--- src/hdl/ctch_pkg.sv ---
// ----------------------------------------------------------------------------
// ctch_pkg
// Shared types and constants for the capacitive touch charge timer.
// ----------------------------------------------------------------------------
package ctch_pkg;

	localparam int unsigned TOTAL_WIDTH_DEF = 28;
	localparam int unsigned MS_WIDTH_DEF    = 32;

	localparam int unsigned VALUE_W   = 28;
	localparam int unsigned CFG_W     = 32;
	localparam int unsigned CFG_IDX_W = 2;

	localparam logic [CFG_IDX_W-1:0] CFG_SAMPLES  = 2'd0;
	localparam logic [CFG_IDX_W-1:0] CFG_TIMEOUT  = 2'd1;
	localparam logic [CFG_IDX_W-1:0] CFG_INTERVAL = 2'd2;
	localparam logic [CFG_IDX_W-1:0] CFG_BLEED    = 2'd3;

	localparam logic [7:0]  SAMPLES_RST  = 8'd50;
	localparam logic [15:0] TIMEOUT_RST  = 16'd2000;
	localparam logic [31:0] INTERVAL_RST = 32'd20000;
	localparam logic [15:0] BLEED_RST    = 16'd80;

	typedef struct packed {
		logic receive_level;
		logic ms_strobe;
	} ctch_in_t;

	typedef struct packed {
		logic               send_drive;
		logic               receive_drive_enable;
		logic               receive_drive_level;
		logic               reading_valid;
		logic               reading_error;
		logic [VALUE_W-1:0] reading_value;
	} ctch_out_t;

endpackage

--- src/hdl/ctch_baseline.sv ---
// ----------------------------------------------------------------------------
// ctch_baseline
// Baseline tracking with autocalibration; gives the reading above baseline.
// ----------------------------------------------------------------------------
module ctch_baseline #(
	parameter int unsigned TOTAL_WIDTH = ctch_pkg::TOTAL_WIDTH_DEF,
	parameter int unsigned MS_WIDTH    = ctch_pkg::MS_WIDTH_DEF
) (
	input  logic                   clk,
	input  logic                   arst_n,
	input  logic                   done,
	input  logic [TOTAL_WIDTH-1:0] total,
	input  logic [MS_WIDTH-1:0]    ms_now,
	input  logic [31:0]            interval,
	output logic [TOTAL_WIDTH-1:0] value
);
	import ctch_pkg::*;

	localparam int unsigned DIV_SHIFT = TOTAL_WIDTH + 4;
	localparam int unsigned QUOT_W    = TOTAL_WIDTH - 3;
	localparam logic [TOTAL_WIDTH:0] DIV_MULT =
		(TOTAL_WIDTH+1)'(((64'd1 << DIV_SHIFT) + 64'd9) / 64'd10);
	localparam logic [TOTAL_WIDTH-1:0] TOTAL_MAX = '1;
	localparam logic [QUOT_W-1:0] DIV10_RST =
		QUOT_W'(((64'd1 << TOTAL_WIDTH) - 64'd1) / 64'd10);

	logic [TOTAL_WIDTH-1:0]   baseline_q;
	logic [MS_WIDTH-1:0]      last_cal_q;
	logic [QUOT_W-1:0]        div10_q;
	logic [2*TOTAL_WIDTH:0]   prod;
	logic [MS_WIDTH-1:0]      elapsed;
	logic [TOTAL_WIDTH-1:0]   diff;
	logic                     cal;
	logic [TOTAL_WIDTH-1:0]   base_eff;
	logic [TOTAL_WIDTH-1:0]   base_new;

	// The quotient is refreshed every cycle.
	assign prod = (2*TOTAL_WIDTH+1)'(baseline_q) * (2*TOTAL_WIDTH+1)'(DIV_MULT);

	always_comb begin
		elapsed  = ms_now - last_cal_q;
		diff     = (total > baseline_q) ? (total - baseline_q) : (baseline_q - total);
		cal      = (32'(elapsed) > interval) && (diff < {3'b000, div10_q});
		base_eff = cal ? TOTAL_MAX : baseline_q;
		base_new = (total < base_eff) ? total : base_eff;
		value    = total - base_new;
	end

	always_ff @(posedge clk or negedge arst_n) begin
		if (!arst_n) begin
			baseline_q <= TOTAL_MAX;
			last_cal_q <= '0;
			div10_q    <= DIV10_RST;
		end else begin
			div10_q <= prod[DIV_SHIFT +: QUOT_W];
			if (done) begin
				baseline_q <= base_new;
				if (cal) begin
					last_cal_q <= ms_now;
				end
			end
		end
	end

`ifndef SYNTHESIS
	a_base_not_above_total: assert property (@(posedge clk) disable iff (!arst_n)
		done |=> baseline_q <= $past(total))
		else $error("baseline above the completed total");
	a_base_holds: assert property (@(posedge clk) disable iff (!arst_n)
		!done |=> $stable(baseline_q) && $stable(last_cal_q))
		else $error("baseline changed without a completed reading");
	a_value_not_above_total: assert property (@(posedge clk) disable iff (!arst_n)
		value <= total)
		else $error("reported value above the total");
`endif

endmodule

--- config.mk ---
export PLATFORM = sky130hd
export DESIGN_NAME = ctch_baseline
export DESIGN_NICKNAME = d
export VERILOG_FILES = /design/src/hdl/ctch_pkg.sv /design/src/hdl/ctch_baseline.sv
export SDC_FILE = /design/constraint.sdc
export NUM_CORES = 1
export LEC_CHECK = 0
export CAP_MARGIN = 0
export CORE_MARGIN = 2
export CORE_UTILIZATION = 32
export CTS_BUF_LIST = sky130_fd_sc_hd__clkbuf_16
export DETAILED_ROUTE_END_ITERATION = 8
export DONT_BUFFER_PORTS = 1
export PLACE_DENSITY_LB_ADDON = 0.05
export SETUP_SLACK_MARGIN = 0.02
export SYNTH_ARGS = -nofsm -noshare
export SYNTH_HDL_FRONTEND = slang
export SYNTH_SLANG_ARGS = --single-unit
--- constraint.sdc ---
create_clock -name clk -period 12 [get_ports clk]
set_input_delay 0.6 -clock clk [delete_from_list [all_inputs] [get_ports clk]]
set_output_delay 0.6 -clock clk [all_outputs]
set_load 0.005 [all_outputs]
== Yosys cells after proc, flatten, opt, wreduce, memory -nomap -nowiden ==
Cells that the tools add are included.
Widths: inputs -> output; s select.
Cells by class
  $add $sub $neg: 4
  $mul: 1
  order comparisons: 4
  mux-type cells: 3
  reductions and logical operators: 2
Operator list (number)
  $mux 28: 3
  $sub 28x28->28: 3
  $mul 28x28->56 const B: 1
  $gt 32x32->1: 1
  $sub 32x32->32: 1
  $gt 28x28->1: 1
  $lt 28x25->1: 1
  $lt 28x28->1: 1
  $reduce_and 2->1: 1
  $logic_and 1x1->1: 1
Word-level totals
  flip-flop bits (word level): 85
  input port bits: 95
  output and inout port bits: 28
  logic and storage cells: 17

== Depth between registers and ports, before layout ==
  word-level depth: 8
  mapped depth: 65
  mapped depth without buffers: 59

== Worst setup path after synthesis ==
No wires, ideal clock.
  kind: input to output
  start: input port ms_now[0]
  end: output port value[24]
  arrival time: 12.486 ns
  path slack: -1.086 ns
  stages: 64
  cells stage by stage: inv_1 -> ha_1 -> inv_1 -> fa_1 -> a21o_1 -> a21oi_1 -> o21bai_1 -> a21oi_1 -> o21bai_1 -> a21oi_1 -> nor2b_1 -> o31ai_1 -> a21oi_1 -> a211oi_1 -> nor3_1 -> a211o_1 -> a31o_2 -> a41o_1 -> (+28 left out) -> nand2_1 -> o21ai_0 -> ha_1 -> nor2b_1 -> o21ai_0 -> nand2b_1 -> a21o_1 -> a21o_1 -> and2_1 -> nor2_1 -> o21ai_0 -> a221o_1 -> a31oi_1 -> o31ai_4 -> a31oi_4 -> a21oi_2 -> or4_1 -> o211ai_2
On the way
  word-level cells in the longest chain between the ends: 7
Ends and longest elaborated chain
  from (decl): RTL line ctch_baseline.sv:13  | input logic [MS_WIDTH-1:0] ms_now,
  $sub 32x32->32 (*): RTL line ctch_baseline.sv:41  | elapsed = ms_now - last_cal_q;
  $gt 32x32->1 (*): RTL line ctch_baseline.sv:43  | cal = (32'(elapsed) > interval) && (diff < {3'b000, div10_q});
  $logic_and 1x1->1 (*): RTL line ctch_baseline.sv:43
  $mux 28 (*): RTL line ctch_baseline.sv:44  | base_eff = cal ? TOTAL_MAX : baseline_q;
  $lt 28x28->1: RTL line ctch_baseline.sv:45  | base_new = (total < base_eff) ? total : base_eff;
  $mux 28 (*): RTL line ctch_baseline.sv:45
  $sub 28x28->28 (*): RTL line ctch_baseline.sv:46  | value = total - base_new;
  to (decl): RTL line ctch_baseline.sv:15  | output logic [TOTAL_WIDTH-1:0] value
Mark *: on every way between the ends. The rest lies on a longest branch, timed or not.

== Final worst setup path ==
  start: register last_cal_q[0]
  end: output port value[24]
On the way
  word-level cells in the longest chain between the ends: 7
Ends and longest elaborated chain
  from (decl): RTL line ctch_baseline.sv:28  | logic [MS_WIDTH-1:0] last_cal_q;
  from (signal assigned): RTL line ctch_baseline.sv:59  | last_cal_q <= ms_now;
  $sub 32x32->32 (*): RTL line ctch_baseline.sv:41
  $gt 32x32->1 (*): RTL line ctch_baseline.sv:43
  $logic_and 1x1->1 (*): RTL line ctch_baseline.sv:43
  $mux 28 (*): RTL line ctch_baseline.sv:44
  $lt 28x28->1: RTL line ctch_baseline.sv:45
  $mux 28 (*): RTL line ctch_baseline.sv:45
  named net base_new[0]: RTL line ctch_baseline.sv:35  | logic [TOTAL_WIDTH-1:0] base_new;
  $sub 28x28->28 (*): RTL line ctch_baseline.sv:46
The timed path passes the listed nets; every way through them passes the cells marked *.

==> results.json <==
{
  "grt_max_degree": 45,
  "fin_util_pct": 37.9,
  "rows": 100,
  "syn_inst": 2642,
  "synth.most_common_cell": "inv_1",
  "port_buffers": 0,
  "cap_violations": 0,
  "cp_data_required_time_ps": 11400,
  "cp_max_fo": 8,
  "place_hpwl_um": 71000,
  "finalCritPeriodShare_pct": 101,
  "worst_slack_ps": -76.1,
  "reg2reg_to": "baseline_q[7]$_DFFE_PN1P_",
  "fmax_mhz": 82.8,
  "drive_gt1_share_pct": 17.7,
  "die_w_um": 277,
  "crit_top_cell": "a21o_1",
  "path_class": "flip-flop to output port",
  "clkSinkCount": 85,
  "synth_top_area_share_pct": 26.3,
  "setup_violations": 3,
  "die-area_um2": 76800,
  "outcome": "finished, violations left",
  "critPathMaxStageDelay_ps": 550,
  "hold_path_class": "input port to async pin",
  "end_kind": "output port",
  "antenna_found_initial": 1,
  "routed_wl_um": 82400,
  "cts_tree": "yes",
  "dr.pass1.iters": 5,
  "crit_arrival_ps": 11480,
  "insertion_delay_ps": 390,
  "design_area_um2": 28100,
  "num_vias": 19200,
  "syn_avg_cell_area_um2": 9.03,
  "reg2reg_from": "last_cal_q[0]$_DFFE_PN0P_",
  "yosys_warnings": 0,
  "yosys-top-cells-count": "649 x inv_1, 454 x ha_1, 313 x fa_1",
  "vias_per_cell": 4.97,
  "netlist_area_um2": 23900,
  "ioPinCount": 123,
  "ys_types": 93,
  "place_inst": 3785,
  "coreArea_um2": 74100,
  "violations": "negative setup slack",
  "syn-num-nets": 3504,
  "fin_crit_ps": 12080,
  "cp_num_buf_inv": 6,
  "synthTopCellsByArea": "fa_1 26%, ha_1 24%, inv_1 10%, dfrtp_1 4.6%, dfstp_2 4.5%",
  "globalRouteOverflowTotal": 0,
  "worstRegToRegCells": 43,
  "grt_use_total_pct": 21.5,
  "post-route-drc-count": 0,
  "synth_edf_count": 0,
  "synth-seq-cells": 85,
  "slew_viol_final": 0,
  "async_reset_ff_share_pct": 100,
  "synth_top_cell_by_area": "fa_1",
  "clkTransAtPathRegs_ps": 80,
  "gp_congestion": 0.892,
  "cts_buffers": 9,
  "cts.path.max_buffers": 2,
  "wl_per_cell_um": 21.3,
  "ys.flop_type": "dfrtp_1",
  "start_util_pct": 32.2,
  "cpMaxStageDelayCell": "or4_4",
  "seq_area_frac_synth_pct": 9.13,
  "ant_nets": 0,
  "nNetsFinal": 3747,
  "r2r_slack_ps": 2490,
  "drt_iter0_drc": 1029,
  "ctsRootBufferMaster": "clkbuf_16",
  "whs_ps": 85.0,
  "slew-limit-headroom_pct": 32.9,
  "skew_ps": 19.7,
  "grt_pass1_wl_um": 126000,
  "area_growth_pct": 17.6,
  "num-fill-cells": 7651,
  "placed_cell_area_um2": 26600,
  "start_kind": "flip-flop",
  "rsz0062_at_grt": "true",
  "worst_slew_pin_slew_ps": 1010,
  "crit_family": "compound AO/OA/AOI/OAI gates",
  "finalNonFillerCells": 3860,
  "hold_violations": 0,
  "die_h_um": 277,
  "cts-htree-levels": 3,
  "grt_pass1_vias": 20300
}
layout by cell type, fill, tap and decap left out, types with 11 or more instances in the layout:
cell type | synthesis | layout
nand2_1 | 98 | 97
dfstp_2 | 41 | 41
xor2_1 | 29 | 29
nand4_1 | 25 | 25
nor2b_1 | 16 | 14
inv_1 | 649 | 648
a21oi_2 | 2 | 17
nand3_1 | 30 | 24
a21o_1 | 67 | 67
o21ai_1 | 5 | 17
nor2_1 | 115 | 101
xnor2_1 | 82 | 78
mux2_2 | 33 | 33
mux2i_1 | 26 | 25
o21ai_0 | 117 | 94
nor3_1 | 37 | 31
fa_1 | 313 | 311
o21bai_1 | 17 | 17
buf_6 | 2 | 11
ha_1 | 454 | 444
a21oi_1 | 132 | 114
o22a_1 | 15 | 15
nor2_4 | 1 | 12
buf_4 | 2 | 269
nand2b_1 | 20 | 20
a211oi_1 | 18 | 14
o21a_1 | 18 | 18
dfrtp_1 | 44 | 44
routing by layer:
metal,part of all wire [%],track usage [%]
met1,48,30.0
met2,48,36.4
met3,2.5,1.93
met4,1.6,4.19
met5,0,0
cell type report:
| class | instances | area [um2] | share of cell area, % |
|---|---|---|---|
| inverters | 649 | 2440 | 8.68 |
| clock inverters | 7 | 48.8 | 0.174 |
| diodes | 1 | 2.50 | 0.00892 |
| well taps | 969 | 1210 | 4.32 |
| multi-input cells | 1857 | 19700 | 70.4 |
| repair buffers | 283 | 2220 | 7.89 |
| flip-flops and latches | 85 | 2180 | 7.76 |
| clock buffers | 9 | 225 | 0.802 |
state kept, by name (all words and copies together), names as in the netlist:
| register | count |
|---|---|
| last_cal_q | 32 |
| baseline_q | 28 |
| div10_q | 25 |
stage by stage:
step                      setup TNS, ps  worst slack [ps]
after floorplan                       0              21.2
after global placement            -2430              -351
after detailed placement          -5690              -548
after CTS                         -9.86             -9.86
after global routing              -7360              -587
final                              -108             -76.1
worst max-delay path by stage:
stage,from,end,cells after the start
floorplan,ms_now[1],value[16],61
global placement,ms_now[1],value[16],56
global route,last_cal_q[0]$_DFFE_PN0P_,value[24],59
CTS,last_cal_q[0]$_DFFE_PN0P_,value[23],64
finish,last_cal_q[0]$_DFFE_PN0P_,value[24],59
detailed placement,ms_now[1],value[16],56
worst register-to-register path: cells and delay by family (launching register included):
kind | cells | cell delay, ps
simple gates | 11 | 2550
buf+inv | 6 | 1060
compound gates | 20 | 4080
mux | 1 | 110
flops | 1 | 370
xor+xnor | 1 | 100
fa+ha+maj | 4 | 1170
what timing repair did:
action	in CTS	in global routing
pin swaps	20	65
hold endpoints to repair	44	0
hold buffers	1	0
resized for setup	40	118
cloned	1	2
endpoints found under the setup margin	19	19
buffers inserted	27	30
cells by family after synthesis:
kind of cell | share of synthesized area [%]
adder cells (fa/ha/maj) | 50.2
buffers and inverters | 11.2
AO/OA/AOI/OAI | 14.6
AND/OR/NAND/NOR | 8.04
XOR/XNOR | 4.14
flip-flops | 9.13
multiplexers | 2.76
Power is left out: the tool's default activity adds up to more than one toggle a clock period on the data nets, which glitch-free logic cannot reach.
